**config.mk**
```make
export PLATFORM = sky130hd
export DESIGN_NAME = remote_link_mode_sequencer_top
export DESIGN_NICKNAME = d
export VERILOG_FILES = /design/src/hdl/rlms_pkg.sv /design/src/hdl/remote_link_mode_sequencer_top.sv /design/src/hdl/rlms_step.sv
export SDC_FILE = /design/constraint.sdc
export NUM_CORES = 1
export LEC_CHECK = 0
export BUFFER_PORTS_ARGS = -buffer_cell sky130_fd_sc_hd__buf_2
export CORE_ASPECT_RATIO = 0.9
export CORE_MARGIN = 3
export CORE_UTILIZATION = 55
export DETAILED_ROUTE_END_ITERATION = 8
export GPL_ROUTABILITY_DRIVEN = 0
export PLACE_DENSITY = 0.83
export SETUP_SLACK_MARGIN = 0.5
export SYNTH_ARGS = -nofsm -noshare
export SYNTH_HDL_FRONTEND = slang
export SYNTH_HIERARCHICAL = 1
export SYNTH_SLANG_ARGS = --single-unit
```
**constraint.sdc**
```tcl
create_clock -name clk -period 14.7 [get_ports clk]
set_clock_uncertainty 0.2 [all_clocks]
set_input_delay 3.675 -clock clk [delete_from_list [all_inputs] [get_ports clk]]
set_output_delay 3.675 -clock clk [all_outputs]
set_load 0.005 [all_outputs]
```
**src/hdl/rlms_pkg.sv**
```systemverilog
`timescale 1ns / 1ps
// ----------------------------------------------------------------------------
// rlms_pkg
// types, register indexes and constants shared by the mode sequencer
// ----------------------------------------------------------------------------
package rlms_pkg;

	localparam int unsigned CFG_IDX_W  = 3;
	localparam int unsigned CFG_DATA_W = 16;
	localparam int unsigned IN_DATA_W  = 24;
	localparam int unsigned OUT_DATA_W = 32;

	localparam logic [CFG_IDX_W-1:0] REG_LED_FLASH_PERIOD   = 3'd0;
	localparam logic [CFG_IDX_W-1:0] REG_SEND_PERIOD        = 3'd1;
	localparam logic [CFG_IDX_W-1:0] REG_ON_BIT_INDEX       = 3'd2;
	localparam logic [CFG_IDX_W-1:0] REG_IN_RANGE_BIT_INDEX = 3'd3;
	localparam logic [CFG_IDX_W-1:0] REG_THROTTLE_FLOOR     = 3'd4;

	localparam logic [15:0] RST_LED_FLASH_PERIOD = 16'd500;
	localparam logic [15:0] RST_SEND_PERIOD      = 16'd100;
	localparam logic [2:0]  RST_ON_BIT_INDEX     = 3'd0;
	localparam logic [2:0]  RST_IN_RANGE_BIT_IDX = 3'd1;
	localparam logic [9:0]  RST_THROTTLE_FLOOR   = 10'd370;

	localparam logic [10:0] SPEED_MAX = 11'd1024;

	localparam logic [2:0] LED_OFF_MASK   = 3'b001;
	localparam logic [2:0] LED_RANGE_MASK = 3'b010;
	localparam logic [2:0] LED_ON_MASK    = 3'b100;

	typedef enum logic [1:0] {
		MODE_OFF      = 2'd0,
		MODE_IN_RANGE = 2'd1,
		MODE_ON       = 2'd2
	} mode_t;

	typedef struct packed {
		logic [15:0] led_flash_period;
		logic [15:0] send_period;
		logic [2:0]  on_bit_index;
		logic [2:0]  in_range_bit_index;
		logic [9:0]  throttle_floor;
	} cfg_t;

	typedef struct packed {
		mode_t       mode;
		logic        entering;
		logic [15:0] flash_count;
		logic [15:0] send_count;
		logic        on_flag;
		logic [2:0]  leds;
	} state_t;

	typedef struct packed {
		logic [9:0] throttle_sample;
		logic       button_event;
		logic       link_timed_out;
		logic [7:0] reply_status;
		logic       reply_arrived;
	} tick_in_t;

	typedef struct packed {
		mode_t       mode_out;
		logic [2:0]  led_pattern;
		logic [10:0] motor_speed;
		logic [7:0]  status_out;
		logic        send_now;
	} tick_out_t;

endpackage

```
**src/hdl/remote_link_mode_sequencer_top.sv**
```systemverilog
`timescale 1ns / 1ps
// ----------------------------------------------------------------------------
// remote_link_mode_sequencer_top
// mode sequencer of a hand-held remote, one beat per main-loop tick
// ----------------------------------------------------------------------------
// Each input beat is one tick: reply flag and status, link timeout, button
// press and a 10-bit throttle sample. Each tick gives exactly one output
// beat: send flag, status byte, motor speed, LED pattern and the new mode.
// The beat is captured in an input register, the tick is evaluated
// combinationally against the mode state and the result lands in an
// output register, from which it leaves when the receiver takes it. One
// beat is taken every cycle while the output side keeps up.
// When the output receiver stalls, the output register holds its beat, the
// input register fills behind it and s_axis_tready drops; nothing is lost.
// Registers are to be written through cfg_we / cfg_index / cfg_wdata while
// idle; the block itself does not enforce it. Reset puts the block in off
// mode with counters cleared, all LEDs dark and registers at their defaults.
// ----------------------------------------------------------------------------
module remote_link_mode_sequencer_top (
	input  logic                               clk,
	input  logic                               arst_n,
	input  logic                               s_axis_tvalid,
	output logic                               s_axis_tready,
	// reply_arrived, reply_status, link_timed_out, button_event, throttle_sample
	input  logic [rlms_pkg::IN_DATA_W-1:0]     s_axis_tdata,
	output logic                               m_axis_tvalid,
	input  logic                               m_axis_tready,
	// send_now, status_out, motor_speed, led_pattern, mode_out
	output logic [rlms_pkg::OUT_DATA_W-1:0]    m_axis_tdata,
	input  logic                               cfg_we,
	input  logic [rlms_pkg::CFG_IDX_W-1:0]     cfg_index,
	input  logic [rlms_pkg::CFG_DATA_W-1:0]    cfg_wdata
);
	import rlms_pkg::*;

	cfg_t      cfg_q;
	state_t    state_q;
	state_t    state_nxt;
	tick_in_t  tick_s1;
	logic      valid_s1;
	tick_out_t res_nxt;
	tick_out_t res_q;
	logic      out_valid_q;
	logic      advance;

	assign advance       = !out_valid_q || m_axis_tready;
	assign s_axis_tready = !valid_s1 || advance;

	always_ff @(posedge clk or negedge arst_n) begin
		if (!arst_n) begin
			cfg_q.led_flash_period   <= RST_LED_FLASH_PERIOD;
			cfg_q.send_period        <= RST_SEND_PERIOD;
			cfg_q.on_bit_index       <= RST_ON_BIT_INDEX;
			cfg_q.in_range_bit_index <= RST_IN_RANGE_BIT_IDX;
			cfg_q.throttle_floor     <= RST_THROTTLE_FLOOR;
		end else if (cfg_we) begin
			unique case (cfg_index)
				REG_LED_FLASH_PERIOD:   cfg_q.led_flash_period   <= cfg_wdata;
				REG_SEND_PERIOD:        cfg_q.send_period        <= cfg_wdata;
				REG_ON_BIT_INDEX:       cfg_q.on_bit_index       <= cfg_wdata[2:0];
				REG_IN_RANGE_BIT_INDEX: cfg_q.in_range_bit_index <= cfg_wdata[2:0];
				REG_THROTTLE_FLOOR:     cfg_q.throttle_floor     <= cfg_wdata[9:0];
				default: begin
				end
			endcase
		end
	end

	// input register
	always_ff @(posedge clk or negedge arst_n) begin
		if (!arst_n) begin
			valid_s1 <= 1'b0;
		end else if (s_axis_tready) begin
			valid_s1 <= s_axis_tvalid;
		end
	end

	always_ff @(posedge clk) begin
		if (s_axis_tready && s_axis_tvalid) begin
			tick_s1 <= tick_in_t'(s_axis_tdata[$bits(tick_in_t)-1:0]);
		end
	end

	rlms_step u_step (
		.cfg  (cfg_q),
		.cur  (state_q),
		.tick (tick_s1),
		.nxt  (state_nxt),
		.res  (res_nxt)
	);

	// mode state and output register
	always_ff @(posedge clk or negedge arst_n) begin
		if (!arst_n) begin
			state_q.mode        <= MODE_OFF;
			state_q.entering    <= 1'b1;
			state_q.flash_count <= '0;
			state_q.send_count  <= '0;
			state_q.on_flag     <= 1'b0;
			state_q.leds        <= '0;
			out_valid_q         <= 1'b0;
		end else if (advance) begin
			out_valid_q <= valid_s1;
			if (valid_s1) begin
				state_q <= state_nxt;
			end
		end
	end

	always_ff @(posedge clk) begin
		if (advance && valid_s1) begin
			res_q <= res_nxt;
		end
	end

	assign m_axis_tvalid = out_valid_q;
	assign m_axis_tdata  = {{(OUT_DATA_W - $bits(tick_out_t)){1'b0}}, res_q};

endmodule

```
**src/hdl/rlms_step.sv**
```systemverilog
`timescale 1ns / 1ps
// ----------------------------------------------------------------------------
// rlms_step
// next state and result of one main-loop tick
// ----------------------------------------------------------------------------
module rlms_step (
	input  rlms_pkg::cfg_t     cfg,
	input  rlms_pkg::state_t   cur,
	input  rlms_pkg::tick_in_t tick,
	output rlms_pkg::state_t   nxt,
	output rlms_pkg::tick_out_t res
);
	import rlms_pkg::*;

	logic [9:0]  diff;
	logic [12:0] diff_x7;
	logic [11:0] scaled;
	logic [10:0] speed;

	// (sample - floor) * 35 / 10 == (sample - floor) * 7 / 2
	always_comb begin
		diff    = tick.throttle_sample - cfg.throttle_floor;
		diff_x7 = ({3'b000, diff} << 3) - {3'b000, diff};
		scaled  = diff_x7[12:1];
		if (tick.throttle_sample < cfg.throttle_floor) begin
			speed = '0;
		end else if (scaled > {1'b0, SPEED_MAX}) begin
			speed = SPEED_MAX;
		end else begin
			speed = scaled[10:0];
		end
	end

	always_comb begin
		logic [2:0]  flash_mask;
		logic [15:0] fc_inc;
		logic        fire;
		nxt        = cur;
		flash_mask = LED_ON_MASK;
		fire       = 1'b0;
		res        = '0;

		// entry and timeout work ahead of the flash
		unique case (cur.mode)
			MODE_OFF: begin
				flash_mask = LED_OFF_MASK;
				if (cur.entering) begin
					nxt.flash_count = '0;
					nxt.send_count  = '0;
					nxt.on_flag     = 1'b0;
					nxt.entering    = 1'b0;
				end
			end
			MODE_IN_RANGE: begin
				flash_mask = LED_RANGE_MASK;
				if (cur.entering) begin
					nxt.flash_count = '0;
					nxt.send_count  = '0;
					nxt.entering    = 1'b0;
				end
				if (tick.link_timed_out) begin
					nxt.mode     = MODE_OFF;
					nxt.entering = 1'b1;
					nxt.leds     = nxt.leds & ~LED_RANGE_MASK;
				end
			end
			default: begin
				flash_mask = LED_ON_MASK;
				if (cur.entering) begin
					nxt.on_flag  = 1'b1;
					nxt.entering = 1'b0;
				end
				if (tick.link_timed_out) begin
					nxt.leds     = nxt.leds & ~(LED_OFF_MASK | LED_ON_MASK);
					nxt.mode     = MODE_OFF;
					nxt.entering = 1'b1;
				end
			end
		endcase

		// flash counter
		fc_inc = nxt.flash_count + 16'd1;
		if (fc_inc >= cfg.led_flash_period) begin
			nxt.leds        = nxt.leds ^ flash_mask;
			nxt.flash_count = '0;
		end else begin
			nxt.flash_count = fc_inc;
		end

		// button and reply work after the flash
		unique case (cur.mode)
			MODE_OFF: begin
			end
			MODE_IN_RANGE: begin
				if (tick.button_event) begin
					nxt.on_flag = 1'b1;
				end
			end
			default: begin
				res.motor_speed = speed;
				if (tick.button_event) begin
					nxt.on_flag  = 1'b0;
					nxt.mode     = MODE_OFF;
					nxt.entering = 1'b1;
				end
			end
		endcase

		res.status_out = nxt.on_flag ? (8'd1 << cfg.on_bit_index) : 8'd0;

		// send counter
		if (nxt.send_count >= cfg.send_period) begin
			fire           = 1'b1;
			nxt.send_count = '0;
		end
		nxt.send_count = nxt.send_count + 16'd1;

		if (tick.reply_arrived) begin
			if (cur.mode == MODE_OFF && tick.reply_status[cfg.in_range_bit_index]) begin
				nxt.mode     = MODE_IN_RANGE;
				nxt.entering = 1'b1;
				nxt.leds     = nxt.leds & ~LED_OFF_MASK;
			end else if (cur.mode == MODE_IN_RANGE && tick.reply_status[cfg.on_bit_index]) begin
				nxt.mode     = MODE_ON;
				nxt.entering = 1'b1;
				nxt.leds     = nxt.leds & ~LED_RANGE_MASK;
			end
		end

		res.send_now    = fire;
		res.led_pattern = nxt.leds;
		res.mode_out    = nxt.mode;
	end

endmodule

```
Word-level counts from Yosys, hierarchy flattened
Cells that the tools add are included.
{ "word_totals": {"reg_bits": 135, "input_bits": 48, "output_inout_bits": 34, "word_cells": 94} }
{ "classes": {"n_addsub": 4, "order_cmp": 6, "eq_ne": 5, "n_shift": 1, "muxes": 34, "bitwise": 1, "reduce_logical": 19} }
{ "op_table": {"columns": ["operator", "count"], "rows": [
  ["$pmux 32 s2", 1],
  ["$mux 33", 1],
  ["$add 16x1->16 const B", 2],
  ["$ge 16x16->1", 2],
  ["$mux 16", 2],
  ["$mux 32", 1],
  ["$mux 3", 10],
  ["$sub 13x10->13", 1],
  ["$gt 12x11->1 const B", 1],
  ["$pmux 3 s2", 2],
  ["$reduce_and 2->1", 6],
  ["$mux 11", 1],
  ["$lt 10x10->1", 1],
  ["$sub 10x10->10", 1],
  ["$lt 3x4->1 const B", 2],
  ["$mux 2", 4],
  ["$shl 1x3->8 const A", 1],
  ["$bmux 1 s3", 2],
  ["$eq 3x2->1 const B", 2],
  ["$mux 1", 6],
  ["$pmux 1 s2", 3],
  ["$logic_and 1x1->1", 4],
  ["$pmux 2 s2", 1],
  ["$reduce_or 4->1", 1],
  ["other kinds (10)", 12]
]} }

Depth between registers and ports, before layout
Gate-level depths: netlist of the first run.
{ "logic_depth": {"ltp_word": 9, "depth_mapped": 23, "mapped_depth_nobuf": 19} }

By module
The synthesis of the first run kept the hierarchy.
{ "modules_own_cells": {"columns": ["module", "n_inst", "cells_each", "area_each_um2", "seq_area_each_um2"], "rows": [
  ["remote_link_mode_sequencer_top", 1, 250, 4839.6, 3628.5],
  ["rlms_step", 1, 473, 3225.6, 0.0]
]} }

Worst setup path after synthesis of the first run
No wires, ideal clock.
{ "synth_timing": {"kind": "input to output", "start": "input m_axis_tready", "end": "output s_axis_tready", "t_arrival_ps": 3849, "t_required_ps": 10825, "slack_ps": 6976, "cell_stages": 1, "n_path_buf": 0, "cell_sequence": "nand3b_1"} }
{ "synth_between": {"elab_chain_len": 2} }
{ "synth_lines": {"columns": ["element", "line_no", "text"], "rows": [
  ["from (decl)", "remote_link_mode_sequencer_top.sv:27", "input logic m_axis_tready,"],
  ["$logic_or 1x1->1", "remote_link_mode_sequencer_top.sv:46", "assign advance = !out_valid_q || m_axis_tready;"],
  ["$logic_or 1x1->1", "remote_link_mode_sequencer_top.sv:47", "assign s_axis_tready = !valid_s1 || advance;"],
  ["to (decl)", "remote_link_mode_sequencer_top.sv:23", "output logic s_axis_tready,"]
]} }
No other way between the ends.

Worst setup path after layout of the first run
Same ends and word-level chain as after synthesis.

==> qor.csv, run 1 <==
stage,metric,value,unit
final_layout,"most common cell after layout, fill and taps aside",mux2_2,
grt,GRT met3 Usage,4.23,%
timing,final setup violation count,0,
synth,#FFs+latches synth,135,
final_layout,Multi-input gate area,4050,sq um
grt,grt met1 use,27.7,%
final_layout,Post-Layout Inst Area,9110,sq um
critical_path,reg2reg start,state_q[38],
synth,post-synthesis mux area share,13.8,%
clock_network,clock latency on the worst-skew pair,420,ps
synth,largest family of logic cells by synthesized area,simple AND/OR/NAND/NOR gates,
clock_network,Post-CTS Setup Repair Bufs,0,
timing,final worst-path cycle share,54.2,%
timing,f_max,126,MHz
grt,initial antenna violation count,0,
placement,Detailed Place HPWL,10.8,mm
pwr,sw power,535,uW
die,Die Y,121,um
grt,M2 GR Usage,32.1,%
detailed_routing,DRC violations left,0,
pwr,combinational share of power,38.1,%
critical_path,arrival time worst endpoint,4090,ps
critical_path,CP Max Fanout,3,
die,number of I/O pins,82,
final_layout,nets@finish,889,
pwr,Leak,4.21,nW
final_layout,diode count,0,
timing,Final Hold Fails,0,
grt,largest net degree at the start of global routing,59,
grt,total grt overflow,0,
synth,Post-Synth Simple-Gate Area,14.8,%
timing,max-slew violations,0,
critical_path,CP Capture Type,primary output,
synth,Ys Warns,6,
synth,Syn Area/Cell,11.2,sq um
critical_path,R2R Path End,state_q[18],
pwr,Power Dens Cells,167,nW/um^2
final_layout,# fillers,1077,
critical_path,Register-to-Register Path Depth,20,
flow_run,# Max-Cap Violations,0,
timing,Slew headroom,27.9,%
timing,crit path time final,7960,ps
critical_path,Worst R2R Setup Slack,9450,ps
timing,Hold Worst Slack,306,ps
die,chip width,134,um
pwr,clock power share,28.4,%
detailed_routing,WL per Instance,15.7,um
final_layout,most frequent cells in the layout,"mux2_2 (89), dfrtp_1 (73), buf_2 (70)",
final_layout,storage element area,3630,sq um
outcome,status,finished clean,
placement,dpl ws,6740,ps
min_path,Worst Hold Path EP,cfg_q[27],
clock_network,CTS tree,done,
timing,final worst slack,6740,ps
synth,"Cell Area, Synth",8070,sq um
detailed_routing,Total Wirelength,15.6,mm
synth,Post-synth ARST share,65.9,%
placement,dpl cells,964,
grt,vias in the first global route,5258,
synth,synthesized-area fraction occupied by adder cells,8.13,%
pwr,Seq pwr share,33.5,%
final_layout,Layout Cells excl Fill,996,
detailed_routing,antenna-violating nets left,0,
detailed_routing,mean number of vias per cell,5.48,
timing,RSZ-0062 raised after global routing,no,
critical_path,worst setup path class,input pin to primary output,
synth,XOR/XNOR Fraction of Synth Area,5.10,%
grt,GRT busiest layer,met2,
detailed_routing,via count,5463,
clock_network,post-cts resize count,0,
synth,sequential area share after synthesis,45.0,%
die,Rows,41,
grt,first-pass GRT wire length,25.9,mm
pwr,Max VDD drop,0.115,mV
min_path,Hold Crit Depth,1,
synth,Compound-Gate Fraction of Synth Area,8.02,%
die,core area,14200,sq um
synth,synth unique cells,70,
timing,Sum Neg Setup Slack,0,ps
die,Initial Util,56.8,%
clock_network,clk buf depth,2,
clock_network,CTS Hold Bufs,0,
clock_network,CTS H-tree depth,4,
pwr,sw frac,35.1,%
clock_network,clock root buffer,clkbuf_16,
final_layout,area grow syn2layout,13.0,%
critical_path,CP startpoint kind,input pin,
synth,Most used DFF post-synth,dfrtp_1,
synth,cell count after synthesis,723,
clock_network,CTS clock-pin slew for the worst setup and hold paths,60,ps
detailed_routing,DR iter-0 viols,325,
placement,Placed Area,8510,sq um
min_path,hold_sp,cfg_q[27],
clock_network,Clock Sinks,135,
synth,"EDFF count, synth",46,
clock_network,Inserted Clock Buffers,17,
min_path,Hold Path Class,flop to flop,
placement,port buffer count,71,
final_layout,fraction of final layout cells sized beyond drive strength 1,29.5,%
timing,Worst-Margin Slew,1080,ps
die,die area,16200,sq um
grt,GRT Total Usage,20.2,%
pwr,Power Internal,988,uW
detailed_routing,Detailed Routing Iterations Pass 1,5,
critical_path,"Req. time, crit path",10820,ps
[synthesized netlist by cell type (13+ instances only)]
| master | count | area (sq um) |
|---|---|---|
| nor2_1 | 46 | 173 |
| inv_1 | 51 | 191 |
| ha_1 | 50 | 626 |
| a21oi_1 | 17 | 85.1 |
| dfstp_2 | 16 | 420 |
| mux2_2 | 89 | 1000 |
| nand2_1 | 33 | 124 |
| a21o_1 | 23 | 173 |
| nand3_1 | 13 | 65.1 |
| xor2_1 | 23 | 201 |
| nor3_1 | 41 | 205 |
| xnor2_1 | 17 | 149 |
| and2_1 | 22 | 138 |
| dfrtp_1 | 73 | 1830 |
| o21ai_0 | 13 | 65.1 |
| edfxtp_1 | 46 | 1380 |
[worst max-delay path, cell delays in order]
cell and delay [ps]:
buf_2 100, nand3b_1 170, buf_2 140
[power groups by stage]
stage          sequential, mW  combinational, mW  clock [mW]
2_1_floorplan           0.502              0.469           0
3_3_place_gp            0.512              0.550           0
3_5_place_dp            0.516              0.567           0
4_1_cts                 0.511              0.575       0.439
5_1_grt                 0.521              0.641       0.458
6_report                0.510              0.580       0.432
[through the flow]
step,power [mW],utilization (%)
after floorplan,0.971,-
after CTS,1.52,64.1
after global routing,1.62,64.1
after detailed placement,1.08,59.9
final,1.52,64.1
after global placement,1.06,59.9
[routing by layer]
| metal | vias up | wire length, um |
|---|---|---|
| li1 | 2697 | - |
| met1 | 2632 | 7360 |
| met2 | 122 | 7420 |
| met3 | 12 | 672 |
| met4 | 0 | 167 |
| met5 | - | 0 |
[area by class of cell]
class                           instances  area share [%]
Clock buffer                           20            5.26
Timing Repair Buffer                   76            4.34
Inverter                               51            2.10
Sequential cell                       135            39.8
Clock inverter                         12            1.39
Tap cell                              193            2.65
Multi-Input combinational cell        509            44.5
[registers in the layout, summed over array words and instances (netlist names)]
name / count
tick_s1: 21
state_q: 39
cfg_q: 48
m_axis_tvalid: 1
valid_s1: 1
m_axis_tdata: 25
[how the worst max path moves through the flow]
| stage | from | to | slack, ps | depth (start not counted) |
|---|---|---|---|---|
| final | m_axis_tready | s_axis_tready | 6740 | 3 |
| after global routing | m_axis_tready | s_axis_tready | 6700 | 3 |
| after CTS | m_axis_tready | s_axis_tready | 6740 | 3 |
| after detailed placement | m_axis_tready | s_axis_tready | 6740 | 3 |
| after global placement | m_axis_tready | s_axis_tready | 6740 | 3 |
| after floorplan | m_axis_tready | s_axis_tready | 6980 | 1 |
[cell families (layout without fill, tap and decap cells)]
group                      count (synthesis)  count (layout)
xor gates and xnor gates                  43              43
buffers and inverters                     85             159
adders and majority gates                 52              52
DFF                                      135             135
AOI/OAI and AO/OA                         91              91
and+or+nand+nor                          221             221
muxes                                     95              95
other                                      1               7
Power figures use the tool's default switching activity.
==> run 2: changes to the inputs <==
--- a/config.mk
+++ b/config.mk
@@ -5,6 +5,7 @@
 export SDC_FILE = /design/constraint.sdc
 export NUM_CORES = 1
 export LEC_CHECK = 0
+export ABC_AREA = 1
 export BUFFER_PORTS_ARGS = -buffer_cell sky130_fd_sc_hd__buf_2
 export CORE_ASPECT_RATIO = 0.9
 export CORE_MARGIN = 3
==> constraint.sdc (replaced) <==
create_clock -name clk -period 7.7 [get_ports clk]
set_clock_uncertainty 0.2 [all_clocks]
set_input_delay 1.925 -clock clk [delete_from_list [all_inputs] [get_ports clk]]
set_output_delay 1.925 -clock clk [all_outputs]
set_load 0.005 [all_outputs]
==> run 2 against run 1 <==
Compared with the run above: power rose by 80%; sequential power rose by 85%; sequential share of layout area fell by 2.2 points; area after synthesis rose by 6.9%; clock-buffer cell count rose by 1; non-clock buffer count fell by 1; highest routed layer unchanged; largest cell class unchanged; worst hold slack got worse by 46 ps; routed wire length rose by 25%; largest power group unchanged; utilization barely moved; critical endpoint is now m_axis_tdata[21]; combinational power rose by 66%; global-route usage rose by 3.4 points.
==> qor.csv, run 2 <==
stage,metric,value,unit,change
synth,"Cell Area, Synth",8620,sq um,was 8070 sq um
clock_network,Inserted Clock Buffers,17,,unchanged
clock_network,clock root buffer,clkbuf_16,,unchanged
detailed_routing,via count,7435,,"was 5,463"
timing,Slew headroom,34.3,%,was 27.9%
synth,#FFs+latches synth,135,,unchanged
placement,dpl ws,2580,ps,was 6740 ps
flow_run,# Max-Cap Violations,0,,unchanged
synth,"EDFF count, synth",46,,unchanged
critical_path,"most used cell, CP",inv_1,,was buf_2
outcome,status,finished clean,,unchanged
min_path,Worst Hold Path EP,cfg_q[18],,was cfg_q[27]
synth,area fraction of the dominant cell type after synthesis,21.2,%,was 22.6%
final_layout,Largest register FFs,48,,unchanged
grt,initial antenna violation count,0,,unchanged
detailed_routing,WL per Instance,13.8,um,was 15.7 um
clock_network,clk buf depth,2,,unchanged
synth,Post-synth ARST share,65.9,%,unchanged
grt,GRT met3 Usage,6.02,%,was 4.23%
final_layout,Final Util,64.1,%,about the same
grt,largest net degree at the start of global routing,71,,was 59
pwr,Power Total,2.74,mW,was 1.52 mW
critical_path,CP startpoint kind,flop,,was input pin
timing,RSZ-0062 raised after global routing,no,,unchanged
grt,vias in the first global route,6834,,"was 5,258"
clock_network,post-cts resize count,0,,unchanged
final_layout,fraction of final layout cells sized beyond drive strength 1,13.7,%,was 29.5%
critical_path,Crit path buffers/inverters,8,,was 2
detailed_routing,mean number of vias per cell,5.26,,was 5.48
critical_path,worst setup path class,flop to flop,,was input pin to primary output
die,chip width,138,um,was 134 um
timing,Final Hold Fails,0,,unchanged
timing,Sum Neg Setup Slack,0,ps,unchanged
final_layout,nets@finish,1302,,was 889
final_layout,Layout Cells excl Fill,1414,,was 996
detailed_routing,antenna-violating nets left,0,,unchanged
synth,top-count cell post-synth,nand2_1,,was mux2_2
timing,crit path time final,5270,ps,
detailed_routing,Total Wirelength,19.5,mm,was 15.6 mm
die,Die Y,125,um,was 121 um
grt,first-pass GRT wire length,32.6,mm,was 25.9 mm
clock_network,CTS tree,done,,unchanged
pwr,Power Dens Cells,284,nW/um^2,was 167 nW/um^2
timing,final worst-path cycle share,68.4,%,
grt,grt met1 use,35.0,%,was 27.7%
critical_path,CP Max Fanout,23,,was 3
synth,Most used DFF post-synth,dfrtp_1,,unchanged
grt,GRT Total Usage,23.6,%,was 20.2%
final_layout,Post-Layout Inst Area,9630,sq um,was 9110 sq um
critical_path,CP max stage cell,nand3_1,,was nand3b_1
final_layout,"most common cell after layout, fill and taps aside",nand2_1,,was mux2_2
clock_network,clock latency on the worst-skew pair,420,ps,about the same
pwr,Leak,5.01,nW,was 4.21 nW
timing,max-slew violations,0,,unchanged
die,number of I/O pins,82,,unchanged
grt,M2 GR Usage,33.6,%,was 32.1%
timing,Worst-Margin Slew,983,ps,was 1080 ps
grt,GRT busiest layer,met1,,was met2
synth,cell taking the most area after synthesis,dfrtp_1,,unchanged
min_path,Hold Crit Depth,2,,was 1
synth,Synth area leaders,"dfrtp_1 (21%), edfxtp_1 (16%), nand2_1 (16%)",,"was dfrtp_1 (23%), edfxtp_1 (17%), mux2_2 (12%)"
timing,f_max,190,MHz,
clock_network,CTS clock-pin slew for the worst setup and hold paths,60,ps,about the same
die,Rows,42,,was 41
clock_network,Clock Sinks,135,,unchanged
synth,cell count after synthesis,1144,,was 723
pwr,Max VDD drop,0.192,mV,was 0.115 mV
detailed_routing,Detailed Routing Iterations Pass 1,6,,was 5
timing,Hold Worst Slack,260,ps,was 306 ps
synth,Ys Warns,6,,unchanged
detailed_routing,DR iter-0 viols,621,,was 325
min_path,Hold Path Class,flop to flop,,unchanged
placement,Placed Area,9020,sq um,was 8510 sq um
timing,final setup violation count,0,,unchanged
final_layout,most frequent cells in the layout,"nand2_1 (357), inv_1 (163), nand3_1 (133)",,"was mux2_2 (89), dfrtp_1 (73), buf_2 (70)"
critical_path,Worst R2R Setup Slack,2430,ps,was 9450 ps
critical_path,CP Capture Type,flop,,was primary output
die,core area,15000,sq um,"was 14,200 sq um"
critical_path,arrival time worst endpoint,5240,ps,was 4090 ps
detailed_routing,DRC violations left,0,,unchanged
timing,final worst slack,2430,ps,was 6740 ps
final_layout,diode count,0,,unchanged
critical_path,Register-to-Register Path Depth,24,,was 20
placement,port buffer count,71,,unchanged
synth,commonest cells in the netlist,"nand2_1 (357), inv_1 (163), nand3_1 (133), nor2_1 (98), dfrtp_1 (73)",,"was mux2_2 (89), dfrtp_1 (73), inv_1 (51), ha_1 (50)"
die,Initial Util,57.3,%,was 56.8%
min_path,hold_sp,cfg_q[18],,was cfg_q[27]
final_layout,# fillers,1306,,"was 1,077"
critical_path,"Req. time, crit path",7680,ps,"was 10,820 ps"
synth,sequential area share after synthesis,42.1,%,was 45.0%
final_layout,area grow syn2layout,11.8,%,was 13.0%
grt,total grt overflow,0,,unchanged
final_layout,Biggest register,cfg_q,,unchanged
clock_network,Post-CTS Setup Repair Bufs,0,,unchanged
critical_path,reg2reg start,state_q[38],,unchanged
critical_path,R2R Path End,m_axis_tdata[21],,was state_q[18]
placement,dpl cells,1382,,was 964
clock_network,CTS Hold Bufs,0,,unchanged
placement,Detailed Place HPWL,14.0,mm,was 10.8 mm
synth,Syn Area/Cell,7.53,sq um,was 11.2 sq um
critical_path,worst setup path start,state_q[38],,was m_axis_tready
die,die area,17200,sq um,"was 16,200 sq um"
clock_network,CTS H-tree depth,4,,unchanged
synth,synth unique cells,43,,was 70
critical_path,crit-path cells,"inv_2, nand2_2, inv_2, nor2_1, ha_1, inv_1, nor3_2, inv_1, nor3_2, nand3_1, inv_1, nand3b_1, nor3_2, xor2_1, inv_1, ha_1, nand2_1, inv_1, nand3_1, inv_1, a21oi_1, nand3_1, and3_1, o21a_1",,"was buf_2, nand3b_1, buf_2"
critical_path,Critical Path Max Stage Delay,660,ps,was 170 ps
critical_path,family with the most delay on the worst path,simple AND/OR/NAND/NOR gates,,was buffers and inverters
==> run 2: cell types whose count changed after synthesis, sizes merged, moves of 10 or more <==
cell / before / now
a21o: 24 / 0
a21oi: 17 / 32
and2: 22 / 0
buf: 22 / 32
inv: 51 / 168
mux2: 89 / 0
nand2: 34 / 369
nand2b: 12 / 0
nand3: 13 / 137
nor2: 47 / 114
nor3: 42 / 12
xnor2: 18 / 8
xor2: 23 / 12
==> run 2: layout make-up <==
type,count,area (sq um),share of cell area (%)
clock buffers,21,493,5.12
clock inverters,11,118,1.22
inverters,170,638,6.62
multi-input cells,804,4120,42.8
flip-flops and latches,135,3630,37.7
well taps,198,248,2.57
repair buffers,75,388,4.03
==> run 2: kinds of logic after synthesis <==
logic type / count (synthesis) / share of synthesized area, %
AND/OR/NAND/NOR: 658 / 33.4
flip-flops: 135 / 42.1
adder cells (fa/ha/maj): 51 / 7.49
AO/OA/AOI/OAI: 68 / 4.57
buffers and inverters: 211 / 10.3
XOR/XNOR: 20 / 2.03
other: 1 / 0.0435
==> run 2: worst register-to-register path, stage by stage, from the launching register on <==
cell      delay (ps)
dfrtp_1          560
inv_2             90
nand2_2          260
inv_2            250
nor2_1           160
ha_1             160
inv_1             70
nor3_2           240
inv_1            110
nor3_2           180
nand3_1          120
inv_1             90
nand3b_1         130
nor3_2           160
xor2_1           200
inv_1            100
ha_1             290
nand2_1           80
inv_1             40
nand3_1           80
inv_1             50
a21oi_1          130
nand3_1          660
and3_1           430
o21a_1           180
==> run 2: power breakdown <==
group          leakage [nW]  switching [mW]  internal (mW)  total, mW
combinational          3.13           0.642          0.323      0.965
clock                 0.297           0.306          0.522      0.828
sequential             1.58          0.0649          0.879      0.944
==> run 2: worst max path at each step <==
stage | endpoint | cells past startpoint
floorplan | s_axis_tready | 2
global placement | m_axis_tdata[21] | 24
detailed placement | m_axis_tdata[21] | 24
CTS | state_q[1] | 26
global route | state_q[1] | 26
finish | m_axis_tdata[21] | 24
==> run 2: routing by layer <==
| metal | wire length [um] | vias up |
|---|---|---|
| met3 | 1620 | 28 |
| met1 | 9180 | 3354 |
| met4 | 305 | 0 |
| li1 | - | 3744 |
| met5 | 0 | - |
| met2 | 8440 | 309 |
==> run 3: changes to the inputs <==
--- a/config.mk
+++ b/config.mk
@@ -12,7 +12,7 @@
 export CORE_UTILIZATION = 55
 export DETAILED_ROUTE_END_ITERATION = 8
 export GPL_ROUTABILITY_DRIVEN = 0
-export PLACE_DENSITY = 0.83
+export PLACE_DENSITY = 0.86
 export SETUP_SLACK_MARGIN = 0.5
 export SYNTH_ARGS = -nofsm -noshare
 export SYNTH_HDL_FRONTEND = slang
==> constraint.sdc (replaced) <==
create_clock -name clk -period 4.6 [get_ports clk]
set_clock_uncertainty 0.2 [all_clocks]
set_input_delay 1.15 -clock clk [delete_from_list [all_inputs] [get_ports clk]]
set_output_delay 1.15 -clock clk [all_outputs]
set_load 0.005 [all_outputs]
==> run 3 against run 2 <==
Compared with the run above: worst hold slack improved by 1.2 ps; die area did not move; sequential share of layout area decreased by 0.92 points; highest routed layer unchanged.
==> qor.csv, run 3 (synthesis results as in run 2) <==
stage,metric,value,unit,change
die,Initial Util,57.3,%,unchanged
min_path,Hold Path Class,flop to flop,,unchanged
clock_network,CTS tree,done,,unchanged
pwr,Max VDD drop,0.268,mV,was 0.192 mV
pwr,Power Internal,2.99,mW,was 1.72 mW
die,chip width,138,um,unchanged
critical_path,family with the most delay on the worst path,simple AND/OR/NAND/NOR gates,,unchanged
pwr,Seq pwr share,33.3,%,was 34.5%
pwr,Leak,5.16,nW,was 5.01 nW
die,number of I/O pins,82,,unchanged
final_layout,nets@finish,1318,,"was 1,302"
critical_path,worst setup path start,state_q[38],,unchanged
final_layout,area grow syn2layout,14.6,%,was 11.8%
clock_network,Clock Sinks,135,,unchanged
final_layout,# fillers,1185,,"was 1,306"
timing,Final Hold Fails,0,,unchanged
placement,dpl cells,1387,,"was 1,382"
critical_path,CP Capture Type,flop,,unchanged
detailed_routing,WL per Instance,14.7,um,was 13.8 um
critical_path,CP max stage cell,dfrtp_1,,was nand3_1
grt,largest net degree at the start of global routing,77,,was 71
detailed_routing,DR iter-0 viols,799,,was 621
timing,Sum Neg Setup Slack,0,ps,unchanged
pwr,combinational share of power,37.6,%,was 35.3%
grt,initial antenna violation count,0,,unchanged
critical_path,reg2reg start,state_q[38],,unchanged
final_layout,"most common cell after layout, fill and taps aside",nand2_1,,unchanged
pwr,clock power share,29.1,%,was 30.2%
timing,final worst slack,511,ps,was 2430 ps
die,Rows,42,,unchanged
clock_network,CTS H-tree depth,4,,unchanged
flow_run,# Max-Cap Violations,0,,unchanged
critical_path,"Req. time, crit path",4750,ps,was 7680 ps
final_layout,fraction of final layout cells sized beyond drive strength 1,16.1,%,was 13.7%
timing,crit path time final,4090,ps,was 5270 ps
critical_path,Critical Path Max Stage Delay,360,ps,was 660 ps
placement,Placed Area,9060,sq um,was 9020 sq um
placement,Detailed Place HPWL,14.4,mm,was 14.0 mm
pwr,Power Dens Cells,482,nW/um^2,was 284 nW/um^2
clock_network,CTS clock-pin slew for the worst setup and hold paths,50,ps,was 60 ps
pwr,sw frac,37.2,%,was 37.0%
critical_path,Crit path buffers/inverters,7,,was 8
grt,first-pass GRT wire length,33.9,mm,was 32.6 mm
timing,final worst-path cycle share,88.9,%,was 68.4%
timing,f_max,245,MHz,was 190 MHz
detailed_routing,Total Wirelength,21.1,mm,was 19.5 mm
grt,total grt overflow,0,,unchanged
grt,GRT Total Usage,24.6,%,was 23.6%
clock_network,clk buf depth,2,,unchanged
critical_path,Register-to-Register Path Depth,26,,was 24
critical_path,"most used cell, CP",inv_2,,was inv_1
die,die area,17200,sq um,unchanged
placement,port buffer count,71,,unchanged
detailed_routing,DRC violations left,0,,unchanged
timing,final setup violation count,0,,unchanged
final_layout,diode count,0,,unchanged
final_layout,Layout Cells excl Fill,1430,,"was 1,414"
critical_path,Worst R2R Setup Slack,510,ps,was 2430 ps
critical_path,Crit path depth,26,,was 24
timing,max-slew violations,0,,unchanged
clock_network,clock root buffer,clkbuf_16,,unchanged
final_layout,Final Util,65.7,%,was 64.1%
clock_network,CTS Hold Bufs,0,,unchanged
critical_path,CP startpoint kind,flop,,unchanged
timing,Worst-Margin Slew,1030,ps,was 983 ps
outcome,status,finished clean,,unchanged
detailed_routing,via count,7825,,"was 7,435"
detailed_routing,mean number of vias per cell,5.47,,was 5.26
timing,RSZ-0062 raised after global routing,yes,,was no
die,core area,15000,sq um,unchanged
final_layout,most frequent cells in the layout,"nand2_1 (353), inv_1 (160), nand3_1 (130)",,"was nand2_1 (357), inv_1 (163), nand3_1 (133)"
clock_network,clock latency on the worst-skew pair,420,ps,about the same
critical_path,R2R Path End,state_q[1],,was m_axis_tdata[21]
timing,Slew headroom,31.0,%,was 34.3%
placement,dpl ws,588,ps,was 2580 ps
final_layout,Biggest register,cfg_q,,unchanged
final_layout,Largest register FFs,48,,unchanged
die,Die Y,125,um,unchanged
critical_path,arrival time worst endpoint,4240,ps,was 5240 ps
detailed_routing,antenna-violating nets left,0,,unchanged
critical_path,CP endpoint,state_q[1],,was m_axis_tdata[21]
clock_network,Inserted Clock Buffers,17,,unchanged
critical_path,worst setup path class,flop to flop,,unchanged
grt,vias in the first global route,7101,,"was 6,834"
detailed_routing,Detailed Routing Iterations Pass 1,8,,was 6
final_layout,Post-Layout Inst Area,9880,sq um,was 9630 sq um
pwr,sw power,1.77,mW,was 1.01 mW
critical_path,CP Max Fanout,6,,was 23
[run 3: how the worst min path moves through the flow]
stage / from / to / depth (start not counted)
6_report: cfg_q[21] / cfg_q[21] / 2
5_1_grt: cfg_q[40] / cfg_q[40] / 2
4_1_cts: cfg_q[39] / cfg_q[39] / 2
3_5_place_dp: cfg_q[39] / cfg_q[39] / 2
3_3_place_gp: cfg_q[36] / cfg_q[36] / 2
2_1_floorplan: state_q[0] / state_q[0] / 2
[run 3: power groups by stage]
stage / logic [mW] / registers (mW) / clock network, mW
3_5_place_dp: 1.63 / 1.59 / 0
2_1_floorplan: 1.26 / 1.57 / 0
3_3_place_gp: 1.56 / 1.58 / 0
5_1_grt: 2.01 / 1.60 / 1.46
4_1_cts: 1.66 / 1.58 / 1.41
6_report: 1.79 / 1.58 / 1.39
[run 3: worst min-delay path, delay by kind of cell, from the launching register on]
family,cells,cell delay [ps]
and+or+nand+nor,2,90
DFF,1,360
[run 3: routing by layer]
layer  vias to the layer above  wire length [um]  global-route usage, %
li1                       3784                 -                      -
met1                      3604              9230                   35.3
met2                       389              9660                   36.7
met3                        48              1820                   5.53
met4                         0               380                   8.13
met5                         -                 0                      0
[run 3: stage by stage]
stage,hold slack (ps),total power [mW]
6_report,261,4.76
5_1_grt,282,5.08
2_1_floorplan,236,2.83
3_3_place_gp,251,3.14
4_1_cts,264,4.64
3_5_place_dp,255,3.22
[run 3: what timing repair did]
item | 4_1_cts | 5_1_grt
buffers inserted | 0 | 10
gates resized for setup | 0 | 31
hold endpoints to repair | 0 | 0
endpoints found under the setup margin | 0 | 33
[run 3: area by class of cell]
type	instances	area (sq um)	area share (%)
clock inverter	12	159	1.61
inverter	170	638	6.46
tap	198	248	2.51
timing repair buffer	91	544	5.51
sequential	135	3630	36.7
multi-input combinational	804	4220	42.7
clock buffer	20	437	4.42
